**src/rtl/core/ufrx_pkg.sv**
```systemverilog
// Shared types, codes and register reset values of the frame receiver.
`default_nettype none
package ufrx_pkg;

    // Frame format
    localparam logic [7:0] START_BYTE = 8'h55;

    // Configuration port
    localparam int unsigned CFG_INDEX_W = 4;
    localparam int unsigned CFG_DATA_W  = 16;

    typedef enum logic [CFG_INDEX_W-1:0] {
        REG_MAX_LENGTH      = 4'd0,
        REG_HEADER_TIMEOUT  = 4'd1,
        REG_PAYLOAD_TIMEOUT = 4'd2,
        REG_CHECK_TIMEOUT   = 4'd3
    } cfg_reg_t;

    localparam logic [15:0] MAX_LENGTH_RST      = 16'd1024;
    localparam logic [15:0] HEADER_TIMEOUT_RST  = 16'd200;
    localparam logic [15:0] PAYLOAD_TIMEOUT_RST = 16'd500;
    localparam logic [15:0] CHECK_TIMEOUT_RST   = 16'd50;

    // Input item operations
    typedef enum logic {
        OP_BYTE = 1'b0,
        OP_TICK = 1'b1
    } op_t;

    // Result kinds
    typedef enum logic [1:0] {
        KIND_DATA   = 2'd0,
        KIND_ACCEPT = 2'd1,
        KIND_REJECT = 2'd2
    } kind_t;

    // Reject causes
    typedef enum logic [1:0] {
        CAUSE_MISMATCH = 2'd0,
        CAUSE_TOO_LONG = 2'd1,
        CAUSE_PAYLOAD  = 2'd2,
        CAUSE_CHECK    = 2'd3
    } cause_t;

    typedef struct packed {
        logic       op;
        logic [7:0] rx_byte;
    } in_item_t;

    typedef struct packed {
        logic [1:0]  kind;
        logic [7:0]  data;
        logic [7:0]  command;
        logic [15:0] frame_length;
        logic [1:0]  reject_cause;
    } out_item_t;

endpackage
`default_nettype wire

```
**src/rtl/core/ufrx_if.sv**
```systemverilog
// Valid/ready channel interfaces for the input and result items.
`default_nettype none
interface ufrx_in_if;
    logic       valid;
    logic       ready;
    logic       op;
    logic [7:0] rx_byte;

    modport source (output valid, output op, output rx_byte, input ready);
    modport sink   (input valid, input op, input rx_byte, output ready);
endinterface

interface ufrx_out_if;
    logic        valid;
    logic        ready;
    logic [1:0]  kind;
    logic [7:0]  data;
    logic [7:0]  command;
    logic [15:0] frame_length;
    logic [1:0]  reject_cause;

    modport source (output valid, output kind, output data, output command,
                    output frame_length, output reject_cause, input ready);
    modport sink   (input valid, input kind, input data, input command,
                    input frame_length, input reject_cause, output ready);
endinterface
`default_nettype wire

```
**src/rtl/core/uart_frame_receiver_xor_top.sv**
```systemverilog
// Frame receiver: start byte, length, command, payload and XOR check byte.
// A result item is registered and shown in the cycle after its item is taken.
// Throughput: one item per cycle; the frame state is updated in the accepting
// cycle and the result lands in a single output register.
// An item is taken whenever the output register is empty or being drained.
// Reset (rst_n low, asynchronous) returns to hunting for the start byte and
// restores the register defaults (1024, 200, 500, 50).
`default_nettype none
module uart_frame_receiver_xor_top
    import ufrx_pkg::*;
(
    input  wire logic                   clk,
    input  wire logic                   rst_n,
    input  wire logic                   wr_en,
    input  wire logic [CFG_INDEX_W-1:0] wr_index,
    input  wire logic [CFG_DATA_W-1:0]  wr_data,
    ufrx_in_if.sink                     din,
    ufrx_out_if.source                  dout
);

    typedef enum logic [2:0] {
        PH_HUNT    = 3'd0,
        PH_LEN_LO  = 3'd1,
        PH_LEN_HI  = 3'd2,
        PH_CMD     = 3'd3,
        PH_PAYLOAD = 3'd4,
        PH_CHECK   = 3'd5
    } phase_t;

    // Configuration registers
    logic [15:0] max_length_reg;
    logic [15:0] header_timeout_reg;
    logic [15:0] payload_timeout_reg;
    logic [15:0] check_timeout_reg;

    // Frame state
    phase_t      phase_reg,    phase_next;
    logic [15:0] length_reg,   length_next;
    logic [15:0] count_reg,    count_next;
    logic [7:0]  command_reg,  command_next;
    logic [7:0]  xor_reg,      xor_next;
    logic [15:0] tick_reg,     tick_next;
    logic        oversize_reg, oversize_next;

    // Output register
    logic        out_valid_reg;
    out_item_t   out_item_reg;
    logic        emit;
    out_item_t   result;

    logic        accept;
    logic [16:0] tick_inc;
    logic [15:0] tick_sat;
    logic [15:0] limit;
    logic        expired;
    logic [15:0] count_inc;

    assign din.ready = !out_valid_reg || dout.ready;
    assign accept    = din.valid && din.ready;

    // Saturating tick count and expiry against the current phase's limit.
    always_comb
    begin
        tick_inc = {1'b0, tick_reg} + 17'd1;
        tick_sat = tick_inc[16] ? 16'hFFFF : tick_inc[15:0];
        case (phase_reg)
            PH_PAYLOAD: limit = payload_timeout_reg;
            PH_CHECK:   limit = check_timeout_reg;
            default:    limit = header_timeout_reg;
        endcase
        expired   = tick_sat >= limit;
        count_inc = count_reg + 16'd1;
    end

    // Next frame state and the result item for one input item.
    always_comb
    begin
        phase_next    = phase_reg;
        length_next   = length_reg;
        count_next    = count_reg;
        command_next  = command_reg;
        xor_next      = xor_reg;
        tick_next     = tick_reg;
        oversize_next = oversize_reg;
        emit          = 1'b0;
        result.kind         = KIND_DATA;
        result.data         = 8'd0;
        result.command      = command_reg;
        result.frame_length = length_reg;
        result.reject_cause = CAUSE_MISMATCH;

        if (din.op == OP_TICK)
        begin
            case (phase_reg)
                PH_LEN_LO, PH_LEN_HI, PH_CMD:
                begin
                    tick_next = tick_sat;
                    if (expired)
                    begin
                        phase_next = PH_HUNT;
                        tick_next  = 16'd0;
                    end
                end
                PH_PAYLOAD:
                begin
                    tick_next = tick_sat;
                    if (expired)
                    begin
                        phase_next          = PH_HUNT;
                        tick_next           = 16'd0;
                        emit                = 1'b1;
                        result.kind         = KIND_REJECT;
                        result.reject_cause = CAUSE_PAYLOAD;
                    end
                end
                PH_CHECK:
                begin
                    tick_next = tick_sat;
                    if (expired)
                    begin
                        phase_next          = PH_HUNT;
                        tick_next           = 16'd0;
                        emit                = 1'b1;
                        result.kind         = KIND_REJECT;
                        result.reject_cause = oversize_reg ? CAUSE_TOO_LONG : CAUSE_CHECK;
                    end
                end
                default:
                begin
                    phase_next = PH_HUNT;
                end
            endcase
        end
        else
        begin
            case (phase_reg)
                // The timer keeps running over both length bytes.
                PH_LEN_LO:
                begin
                    length_next = {8'd0, din.rx_byte};
                    phase_next  = PH_LEN_HI;
                end
                PH_LEN_HI:
                begin
                    length_next = {din.rx_byte, length_reg[7:0]};
                    phase_next  = PH_CMD;
                    tick_next   = 16'd0;
                end
                PH_CMD:
                begin
                    command_next  = din.rx_byte;
                    xor_next      = din.rx_byte;
                    count_next    = 16'd0;
                    tick_next     = 16'd0;
                    oversize_next = length_reg > max_length_reg;
                    if (length_reg > max_length_reg || length_reg == 16'd0)
                        phase_next = PH_CHECK;
                    else
                        phase_next = PH_PAYLOAD;
                end
                PH_PAYLOAD:
                begin
                    xor_next    = xor_reg ^ din.rx_byte;
                    count_next  = count_inc;
                    emit        = 1'b1;
                    result.data = din.rx_byte;
                    if (count_inc >= length_reg)
                    begin
                        phase_next = PH_CHECK;
                        tick_next  = 16'd0;
                    end
                end
                PH_CHECK:
                begin
                    phase_next = PH_HUNT;
                    tick_next  = 16'd0;
                    emit       = 1'b1;
                    if (oversize_reg)
                    begin
                        result.kind         = KIND_REJECT;
                        result.reject_cause = CAUSE_TOO_LONG;
                    end
                    else if (din.rx_byte != xor_reg)
                    begin
                        result.kind         = KIND_REJECT;
                        result.reject_cause = CAUSE_MISMATCH;
                    end
                    else
                    begin
                        result.kind = KIND_ACCEPT;
                    end
                end
                default:
                begin
                    phase_next = PH_HUNT;
                    if (din.rx_byte == START_BYTE)
                    begin
                        phase_next = PH_LEN_LO;
                        tick_next  = 16'd0;
                    end
                end
            endcase
        end
    end

    // Configuration writes; indexes past the list are ignored.
    always_ff @(posedge clk or negedge rst_n)
    begin
        if (!rst_n)
        begin
            max_length_reg      <= MAX_LENGTH_RST;
            header_timeout_reg  <= HEADER_TIMEOUT_RST;
            payload_timeout_reg <= PAYLOAD_TIMEOUT_RST;
            check_timeout_reg   <= CHECK_TIMEOUT_RST;
        end
        else if (wr_en)
        begin
            case (wr_index)
                REG_MAX_LENGTH:      max_length_reg      <= wr_data;
                REG_HEADER_TIMEOUT:  header_timeout_reg  <= wr_data;
                REG_PAYLOAD_TIMEOUT: payload_timeout_reg <= wr_data;
                REG_CHECK_TIMEOUT:   check_timeout_reg   <= wr_data;
                default: ;
            endcase
        end
    end

    // Frame state and output valid.
    always_ff @(posedge clk or negedge rst_n)
    begin
        if (!rst_n)
        begin
            phase_reg     <= PH_HUNT;
            length_reg    <= 16'd0;
            count_reg     <= 16'd0;
            command_reg   <= 8'd0;
            xor_reg       <= 8'd0;
            tick_reg      <= 16'd0;
            oversize_reg  <= 1'b0;
            out_valid_reg <= 1'b0;
        end
        else
        begin
            if (accept)
            begin
                phase_reg    <= phase_next;
                length_reg   <= length_next;
                count_reg    <= count_next;
                command_reg  <= command_next;
                xor_reg      <= xor_next;
                tick_reg     <= tick_next;
                oversize_reg <= oversize_next;
            end
            if (accept)
                out_valid_reg <= emit;
            else if (dout.ready)
                out_valid_reg <= 1'b0;
        end
    end

    // Result payload register.
    always_ff @(posedge clk)
    begin
        if (accept && emit)
            out_item_reg <= result;
    end

    assign dout.valid        = out_valid_reg;
    assign dout.kind         = out_item_reg.kind;
    assign dout.data         = out_item_reg.data;
    assign dout.command      = out_item_reg.command;
    assign dout.frame_length = out_item_reg.frame_length;
    assign dout.reject_cause = out_item_reg.reject_cause;

endmodule
`default_nettype wire

```
**src/flat_wrapper.sv**
```systemverilog
// flat-port wrapper written by rule: the top's interface ports become plain ports
module uart_frame_receiver_xor_top_flat import ufrx_pkg::*;
  (clk, rst_n, wr_en, wr_index, wr_data, din_valid, din_op, din_rx_byte, din_ready, dout_valid, dout_kind, dout_data, dout_command, dout_frame_length, dout_reject_cause, dout_ready);
  ufrx_in_if din_i ();
  ufrx_out_if dout_i ();
  input  wire logic clk;
  input  wire logic rst_n;
  input  wire logic wr_en;
  input  wire logic [CFG_INDEX_W-1:0] wr_index;
  input  wire logic [CFG_DATA_W-1:0] wr_data;
  input wire logic [$bits(din_i.valid)-1:0] din_valid;
  input wire logic [$bits(din_i.op)-1:0] din_op;
  input wire logic [$bits(din_i.rx_byte)-1:0] din_rx_byte;
  output wire logic [$bits(din_i.ready)-1:0] din_ready;
  output wire logic [$bits(dout_i.valid)-1:0] dout_valid;
  output wire logic [$bits(dout_i.kind)-1:0] dout_kind;
  output wire logic [$bits(dout_i.data)-1:0] dout_data;
  output wire logic [$bits(dout_i.command)-1:0] dout_command;
  output wire logic [$bits(dout_i.frame_length)-1:0] dout_frame_length;
  output wire logic [$bits(dout_i.reject_cause)-1:0] dout_reject_cause;
  input wire logic [$bits(dout_i.ready)-1:0] dout_ready;
  assign din_i.valid = din_valid;
  assign din_i.op = din_op;
  assign din_i.rx_byte = din_rx_byte;
  assign din_ready = din_i.ready;
  assign dout_valid = dout_i.valid;
  assign dout_kind = dout_i.kind;
  assign dout_data = dout_i.data;
  assign dout_command = dout_i.command;
  assign dout_frame_length = dout_i.frame_length;
  assign dout_reject_cause = dout_i.reject_cause;
  assign dout_i.ready = dout_ready;
  uart_frame_receiver_xor_top u_core (.clk(clk), .rst_n(rst_n), .wr_en(wr_en), .wr_index(wr_index), .wr_data(wr_data), .din(din_i), .dout(dout_i));
endmodule
```
**config.mk**
```make
export PLATFORM = sky130hd
export DESIGN_NAME = uart_frame_receiver_xor_top_flat
export DESIGN_NICKNAME = d
export VERILOG_FILES = /design/src/rtl/core/ufrx_pkg.sv /design/src/rtl/core/ufrx_if.sv /design/src/rtl/core/uart_frame_receiver_xor_top.sv /design/src/flat_wrapper.sv
export SDC_FILE = /design/constraint.sdc
export NUM_CORES = 1
export LEC_CHECK = 0
export ABC_CLOCK_PERIOD_IN_PS = 17000
export BUFFER_PORTS_ARGS = -buffer_cell sky130_fd_sc_hd__buf_2
export CORE_MARGIN = 5
export CORE_UTILIZATION = 25
export DETAILED_ROUTE_END_ITERATION = 6
export PLACE_DENSITY = 0.41
export REMOVE_ABC_BUFFERS = 1
export SETUP_SLACK_MARGIN = 0.1
export SYNTH_ARGS = -nofsm -noshare
export SYNTH_HDL_FRONTEND = slang
export SYNTH_SLANG_ARGS = --single-unit
```
**constraint.sdc**
```tcl
create_clock -name clk -period 17 [get_ports clk]
set_input_delay 0 -clock clk [delete_from_list [all_inputs] [get_ports clk]]
set_output_delay 0 -clock clk [all_outputs]
set_load 0.01 [all_outputs]
```
### After elaboration in Yosys (flattened, before gate mapping)

Index checks and enable logic that the tools add are counted.

* register bits after elaboration: 169
* latch bits: 0
* bits in writable memories: 0
* bits in read-only memories: 0
* input port bits: 34
* output and inout port bits: 38
* word-level logic and storage cells: 102
* memories: 0

* add/subtract/negate cells: 2
* multiply operators: 0
* divide/modulo/power cells: 0
* $lt $le $gt $ge: 3
* equal/unequal tests: 14
* shift operators: 0
* multiplexer cells: 36
* bitwise gates (word level): 4
* reductions and logical operators: 25

Operators by type and width (number)
* two-way mux 16 bit: 6
* one-hot mux 16 bit (2 select lines): 3
* one-hot mux 16 bit (3 select lines): 1
* greater-or-equal comparator 16 bit: 2
* two-way mux 2 bit: 10
* adder 16 x 1 -> 17 bit, second input constant: 1
* adder 16 x 1 -> 16 bit, second input constant: 1
* greater-than comparator 16 bit: 1
* logical NOT 16 bit: 1
* one-hot mux 8 bit (2 select lines): 1
* one-hot mux 3 bit (5 select lines): 1
* two-way mux 3 bit: 4
* AND reduction 3 bit: 4
* two-way mux 1 bit: 9
* equality test 4 x 2 -> 1 bit, second input constant: 2
* equality test 8 x 7 -> 1 bit, second input constant: 1
* inequality test 8 bit: 1
* AND reduction 2 bit: 4
* XOR 8 bit: 1
* equality test 3 x 2 -> 1 bit, second input constant: 2
* equality test 3 bit, second input constant: 2
* inequality test 3 x 2 -> 1 bit, second input constant: 2
* nonzero test 2 bit: 3
* AND reduction 5 bit: 1
* 14 further kinds: 20

### Depth between registers and ports, before layout

Gate-level depths: netlist of run 1.

* word-level depth: 7
* depth in mapped cells: 16
* depth with buffers taken out: 13

### Worst setup path before layout of run 1

No wires, ideal clock.

* path type: reg2reg
* from: register u_core.tick_reg[2]
* to: register u_core.out_item_reg (netlist bit u_core.dout.command[0]) (enable)
* library setup time: 482 ps
* arrival: 5466 ps
* required time: 16518 ps
* slack: 11053 ps
* stages on the path, launching flop included: 15
* path buffers: 3
* clock period less this slack: 5947 ps
* cells stage by stage: dfrtp_1 > buf_2 > and3_1 > and3_1 > clkbuf_1 > nand4_1 > nor2_1 > nand3_1 > o21a_1 > ha_1 > nand4_1 > a2111o_1 > o211ai_2 > buf_2 > nor3b_1

* word-level cells in the longest chain between the ends: 7

Ends and longest elaborated chain
* start, declared: RTL line uart_frame_receiver_xor_top.sv:42 `logic [15:0] tick_reg, tick_next;`
* start signal, assigned: RTL line uart_frame_receiver_xor_top.sv:251 `tick_reg <= tick_next;`
* adder 16 x 1 -> 17 bit: RTL line uart_frame_receiver_xor_top.sv:64 `tick_inc = {1'b0, tick_reg} + 17'd1;`
* two-way mux 16 bit: RTL line uart_frame_receiver_xor_top.sv:65 `tick_sat = tick_inc[16] ? 16'hFFFF : tick_inc[15:0];`
* greater-or-equal comparator 16 bit: RTL line uart_frame_receiver_xor_top.sv:71 `expired = tick_sat >= limit;`
* two-way mux 1 bit: RTL line uart_frame_receiver_xor_top.sv:107, uart_frame_receiver_xor_top.sv:119
* two-way mux 1 bit
* two-way mux 1 bit: RTL line uart_frame_receiver_xor_top.sv:92 `if (din.op == OP_TICK)`
* logical AND 1 bit: RTL line uart_frame_receiver_xor_top.sv:264 `if (accept && emit)`
* end signal, assigned: RTL line uart_frame_receiver_xor_top.sv:265 `out_item_reg <= result;`
* end, declared: RTL line uart_frame_receiver_xor_top.sv:47 `out_item_t out_item_reg;`

No other way between the ends.
A chain may end at the register's enable or synchronous reset.

### Final worst setup path of run 1

* from: register u_core.tick_reg[2]
* to: register u_core.out_item_reg (netlist bit u_core.dout.data[2]) (enable)

Same word-level chain as after synthesis.

==> run_results.csv, run 1 <==
group,metric,value,unit
drt,drt-vias-per-instance,4.69,
power_and_ir_drop,pwr-share-comb,31.7,%
critical_path,cp_max_fo,27,
placement,hpwl,17.0,mm
critical_path,setup.worst_path.start_class,"register",
finish,n_antenna_cell,0,
synthesis,synthCells,829,
critical_path,reg2reg_from,"u_core.tick_reg[2]",
finish,drive_gt1_share,21.9,%
sta,max_slew.worst_pin.slew,1170,ps
grt,antenna_found_initial,0,
floorplan,die_w,200,um
sta,fin_crit,4700,ps
sta,fin_setup_tns,0,ps
sta,fmax,213,MHz
grt,grt_pass1_vias,6489,
sta,setup_violations,0,
sta,hold_violations,0,
flow_run,cap_viol_max_count,0,
cts,cts_made_buffers,17,
grt,track_usage,12.5,%
drt,ant_nets,0,
synthesis,synth_edf_count,36,
critical_path,timing_worst_setup_path_type,"register to register",
cts,clock_sinks,169,
placement,gp_congestion,0.773,
critical_path,ff2ff_path_depth,13,
min_path,hold_path.class,"input port to register",
floorplan,row_count,69,
power_and_ir_drop,power.density,140,nW/um^2
power_and_ir_drop,swShare,35.4,%
cts,htreeDepth,4,
finish,final_nets,993,
synthesis,yosysMostFrequentCell,"dfrtp_1",
power_and_ir_drop,internal-power,962,uW
outcome,status,"finished, final reports clean",
power_and_ir_drop,max-vdd-ir-drop,0.0749,mV
drt,drcViolationCount,0,
synthesis,synth_cell_types,66,
drt,wl_per_cell,17.4,um
sta,period_share,27.6,%
cts,clockRootBuffer,"clkbuf_16",
drt,dr.pass1.iters,4,
cts,clk_pin_slew,70,ps
critical_path,cp.required,17080,ps
floorplan,coreArea,35600,um^2
synthesis,syn_area,9000,um^2
synthesis,syn_area_per_cell,10.9,um^2
sta,slew_viol_final,0,
cts,cts_buffer_depth,2,
critical_path,startpoint,"u_core.tick_reg[2]",
sta,rsz0062_at_grt,"no",
floorplan,die_y,200,um
synthesis,synthFlopType,"dfrtp_1",
finish,multi_input_area,4160,um^2
drt,first_iter_violations,352,
finish,area_growth,18.3,%
drt,wirelength,24.1,mm
synthesis,yosys.area.top_type,"dfrtp_1",
finish,final_util,29.9,%
power_and_ir_drop,share_seq_of_total_power,41.1,%
cts,clkLatencyLatePin,430,ps
synthesis,ys_seq_area_share,49.1,%
min_path,min_from,"dout_ready",
placement,io_buffers,71,
synthesis,ys_ff_latch,169,
floorplan,dieArea,39900,um^2
synthesis,synth_commonest_cells,"dfrtp_1, mux2_2, nand2_1",
floorplan,num_io_pins,72,
finish,regArea,4430,um^2
synthesis,synthArstFlopShare,78.7,%
critical_path,critPathCaptureType,"register",
critical_path,arrival,4780,ps
power_and_ir_drop,power_frac_clock,27.2,%
drt,num_vias,6484,
finish,fillCellCount,3719,
grt,grt_pass1_wl,39.0,mm
synthesis,ys_warn_count,0,
synthesis,synth_area_leaders,"dfrtp_1, edfxtp_1, mux2_2",
floorplan,initial_core_util,25.3,%
sta,clock_skew,10.6,ps
grt,grt_overflow_total,0,
sta,slew-limit-headroom,22.0,%
min_path,worst_hold_path.num_cells,3,
synthesis,synth_top_area_share,33.3,%
power_and_ir_drop,p_switching,527,uW
grt,grt_max_degree,73,
power_and_ir_drop,p_leak,0.00462,uW
cts,tritoncts,"built",
## power groups by stage
stage / logic, uW / clock network, uW / registers (uW)
finish: 473 / 405 / 612
global route: 543 / 436 / 627
CTS: 481 / 417 / 614
detailed placement: 475 / 0 / 620
global placement: 470 / 0 / 619
floorplan: 320 / 0 / 604
## area by class of cell
type | instances | share of cell area [%]
repair buffers | 107 | 6.57
inverters | 49 | 1.73
well taps | 461 | 5.42
clock inverters | 13 | 1.60
clock buffers | 19 | 4.07
flip-flops and latches | 169 | 41.6
multi-input cells | 565 | 39.1
## stage by stage
step / setup WS, ps / total power, uW / hold WS (ps) / cell area [um^2] / instances
global route: 11870 / 1610 / 111 / 10600 / 1383
global placement: 12320 / 1090 / 92.0 / 9780 / 1324
CTS: 12230 / 1510 / 81.9 / 10600 / 1383
floorplan: 10830 / 924 / -296 / 8760 / 783
finish: 12300 / 1490 / 98.7 / 10600 / 1383
detailed placement: 12260 / 1090 / 94.3 / 9780 / 1324
## cells in the final DEF, fill, tap and decap left out, types with 11 or more instances in the layout
cell type	count
buf_2	70
edfxtp_1	36
dfrtp_1	120
nor2_1	52
a22o_1	17
nand3_1	27
dlygate4sd3_1	27
dfstp_2	13
clkbuf_16	17
xnor2_1	20
o21ai_0	49
mux2i_1	18
inv_1	49
nand4_1	17
nand2_1	58
and2_1	11
ha_1	50
a21oi_1	46
mux2_2	60
## worst max-delay path, cell delays in order, from the launching register on
cell and delay (ps):
dfrtp_1 470, and3_1 210, and3_1 300, nand4_1 250, nor2_1 270, nand3_1 110, o21a_1 140, ha_1 320
nand4_1 130, a2111o_1 430, o211ai_2 160, buf_4 290, nor3b_2 750, buf_4 490
## metal layers
metal / GRT usage [%] / routed length [um] / vias to the layer above
met2: 18.3 / 10400 / 87
li1: - / - / 3164
met3: 1.86 / 724 / 14
met4: 2.57 / 185 / 0
met5: 0 / 0 / -
met1: 19.5 / 12800 / 3219
## repair_timing
action	in CTS	in global routing
resized for setup	0	0
setup buffers	0	0
hold buffers	27	0
hold endpoints to repair	147	0
## final timing paths
check	to	slack [ps]
min	u_core.dout.valid	100
max	u_core.dout.data[2]	12300
max reg2reg	u_core.dout.data[2]	12300
min reg2reg	u_core.dout.command[0]	440
max in group asynchronous	u_core.check_timeout_reg[15]	15490
min in group asynchronous	u_core.count_reg[2]	170
## kinds of logic after synthesis
logic type	synth area share [%]
simple gates	12.7
fa+ha+maj	6.95
xor+xnor	2.92
buf+inv	4.77
flops	49.1
compound gates	13.8
mux	9.75
(Power assumes the default switching activity.)
==> run 2, diff against run 1 <==
--- a/config.mk
+++ b/config.mk
@@ -5,7 +5,7 @@
 export SDC_FILE = /design/constraint.sdc
 export NUM_CORES = 1
 export LEC_CHECK = 0
-export ABC_CLOCK_PERIOD_IN_PS = 17000
+export ABC_CLOCK_PERIOD_IN_PS = 4510
 export BUFFER_PORTS_ARGS = -buffer_cell sky130_fd_sc_hd__buf_2
 export CORE_MARGIN = 5
 export CORE_UTILIZATION = 25
==> constraint.sdc (replaced) <==
create_clock -name clk -period 4.51 [get_ports clk]
set_input_delay 0 -clock clk [delete_from_list [all_inputs] [get_ports clk]]
set_output_delay 0 -clock clk [all_outputs]
set_load 0.01 [all_outputs]
==> run 2 against run 1 <==
Utilization up 0.081 points. Sequential power rose to 3.8 times the previous value. Sequential share of layout area is 0.11 points lower. Critical path depth unchanged. Die area unchanged. Clock-buffer cell count down 1. Critical path type unchanged. Via count increased by 0.71%. Largest cell class unchanged. Cell count rose by 0.36%. Final area increased by 0.27%. Clock power grew to 3.6 times the previous value. Routed wire length up 0.70%. Critical endpoint is now u_core.tick_reg[14]. Flip-flop and latch count did not move.
==> run_results.csv, run 2 (synthesis gave the netlist of run 1 again) <==
group,metric,value,unit
outcome,status,"finished, final reports clean",
sta,fmax,251,MHz
floorplan,initial_core_util,25.3,%
grt,antenna_found_initial,0,
power_and_ir_drop,max-vdd-ir-drop,0.261,mV
cts,htreeDepth,4,
drt,wirelength,24.3,mm
finish,fillCellCount,3718,
critical_path,path_delay_family,"simple AND/OR/NAND/NOR gates",
critical_path,cp_num_buf_inv,0,
cts,clkLatencyLatePin,430,ps
drt,first_iter_violations,407,
flow_run,cap_viol_max_count,0,
grt,track_usage,12.5,%
sta,setup_violations,0,
critical_path,cp_max_fo,16,
critical_path,r2r_setup_slack,530,ps
cts,clk_pin_slew,70,ps
critical_path,crit_chain,"ha_1 > nand3_1 > nor2_1 > and3_1 > nand3_1 > xnor2_1 > ha_1 > a21oi_1 > nand2_1 > a211oi_1 > a211oi_4 > nor2_4 > mux2_2",
floorplan,coreArea,35600,um^2
drt,ant_nets,0,
power_and_ir_drop,p_leak,0.00464,uW
finish,layout_common_cells,"dfrtp_1, buf_2, mux2_2, nand2_1, nor2_1",
placement,placed_area,9830,um^2
floorplan,num_io_pins,72,
critical_path,critPathCaptureType,"register",
placement,gp_congestion,0.786,
finish,mostFrequentLayoutCell,"dfrtp_1",
critical_path,reg2reg_from,"u_core.count_reg[0]",
drt,drcViolationCount,0,
grt,grt_max_degree,64,
sta,hold_violations,0,
min_path,hold_path.class,"input port to asynchronous set/reset pin",
power_and_ir_drop,power.density,523,nW/um^2
cts,cts_made_buffers,17,
sta,slew-limit-headroom,26.5,%
cts,cts_buffer_depth,2,
critical_path,timing_worst_setup_path_type,"register to register",
finish,final_nets,998,
finish,fin_area,10700,um^2
drt,num_vias,6530,
sta,whs,112,ps
finish,n_antenna_cell,0,
sta,clock_skew,11.6,ps
grt,grt_overflow_total,0,
sta,max_slew.worst_pin.slew,1100,ps
critical_path,setup.worst_path.start_class,"register",
grt,grt_pass1_wl,38.7,mm
floorplan,row_count,69,
critical_path,startpoint,"u_core.count_reg[0]",
floorplan,dieArea,39900,um^2
placement,hpwl,17.4,mm
sta,fin_crit,3980,ps
drt,wl_per_cell,17.5,um
critical_path,slowest_stage,"a211oi_1",
grt,grt_pass1_vias,6408,
finish,area_growth,18.6,%
cts,tritoncts,"built",
critical_path,ff2ff_path_depth,13,
floorplan,die_w,200,um
critical_path,slowest_delay,490,ps
critical_path,cp.required,4820,ps
drt,drt-vias-per-instance,4.70,
sta,period_share,88.3,%
placement,io_buffers,71,
critical_path,arrival,4290,ps
cts,clockRootBuffer,"clkbuf_16",
sta,rsz0062_at_grt,"no",
critical_path,r2r_end,"u_core.tick_reg[14]",
sta,slew_viol_final,0,
drt,dr.pass1.iters,4,
finish,drive_gt1_share,22.3,%
cts,clock_sinks,169,
floorplan,die_y,200,um
-- run 2: where the power goes --
group / leakage, uW / switching, uW / internal [uW] / total [uW]
clock network: 0.000273 / 653 / 820 / 1470
registers: 0.00201 / 346 / 1980 / 2330
logic: 0.00235 / 984 / 800 / 1780
-- run 2: stage by stage --
stage	worst slack [ps]	cells	TNS (ps)	utilization, %	power (uW)
6_report	530	1388	0	30.0	5580
5_1_grt	152	1388	0	30.0	6020
4_1_cts	252	1388	0	30.0	5690
3_5_place_dp	272	1329	0	27.6	4160
3_3_place_gp	391	1329	0	27.6	4140
2_1_floorplan	-1660	783	-59620	-	3480
-- run 2: layout make-up --
class	count	area (um^2)	area share, %
tap	461	577	5.40
sequential	169	4430	41.4
inverter	49	184	1.72
clock buffer	18	429	4.02
clock inverter	14	148	1.38
multi-input combinational	565	4170	39.0
timing repair buffer	112	749	7.02
-- run 2: metal layers --
metal / GRT usage (%) / wire (um) / vias to the layer above
met3: 1.83 / 828 / 15
met5: 0 / 0 / -
met4: 3.02 / 215 / 0
met2: 19.2 / 10800 / 118
li1: - / - / 3173
met1: 18.7 / 12400 / 3224
-- run 2: worst max path at each step --
stage                     cells after the start                endpoint
after global placement                       13     u_core.tick_reg[12]
final                                        13     u_core.tick_reg[14]
after global routing                         13     u_core.tick_reg[14]
after floorplan                              10  u_core.dout.command[0]
after detailed placement                     13     u_core.tick_reg[14]
after CTS                                    13     u_core.tick_reg[14]
-- run 2: timing repair --
action | in CTS | in global routing
setup buffers | 0 | 0
setup endpoints to repair | 0 | 13
hold buffers | 27 | 0
resized for setup | 0 | 1
hold endpoints to repair | 149 | 0
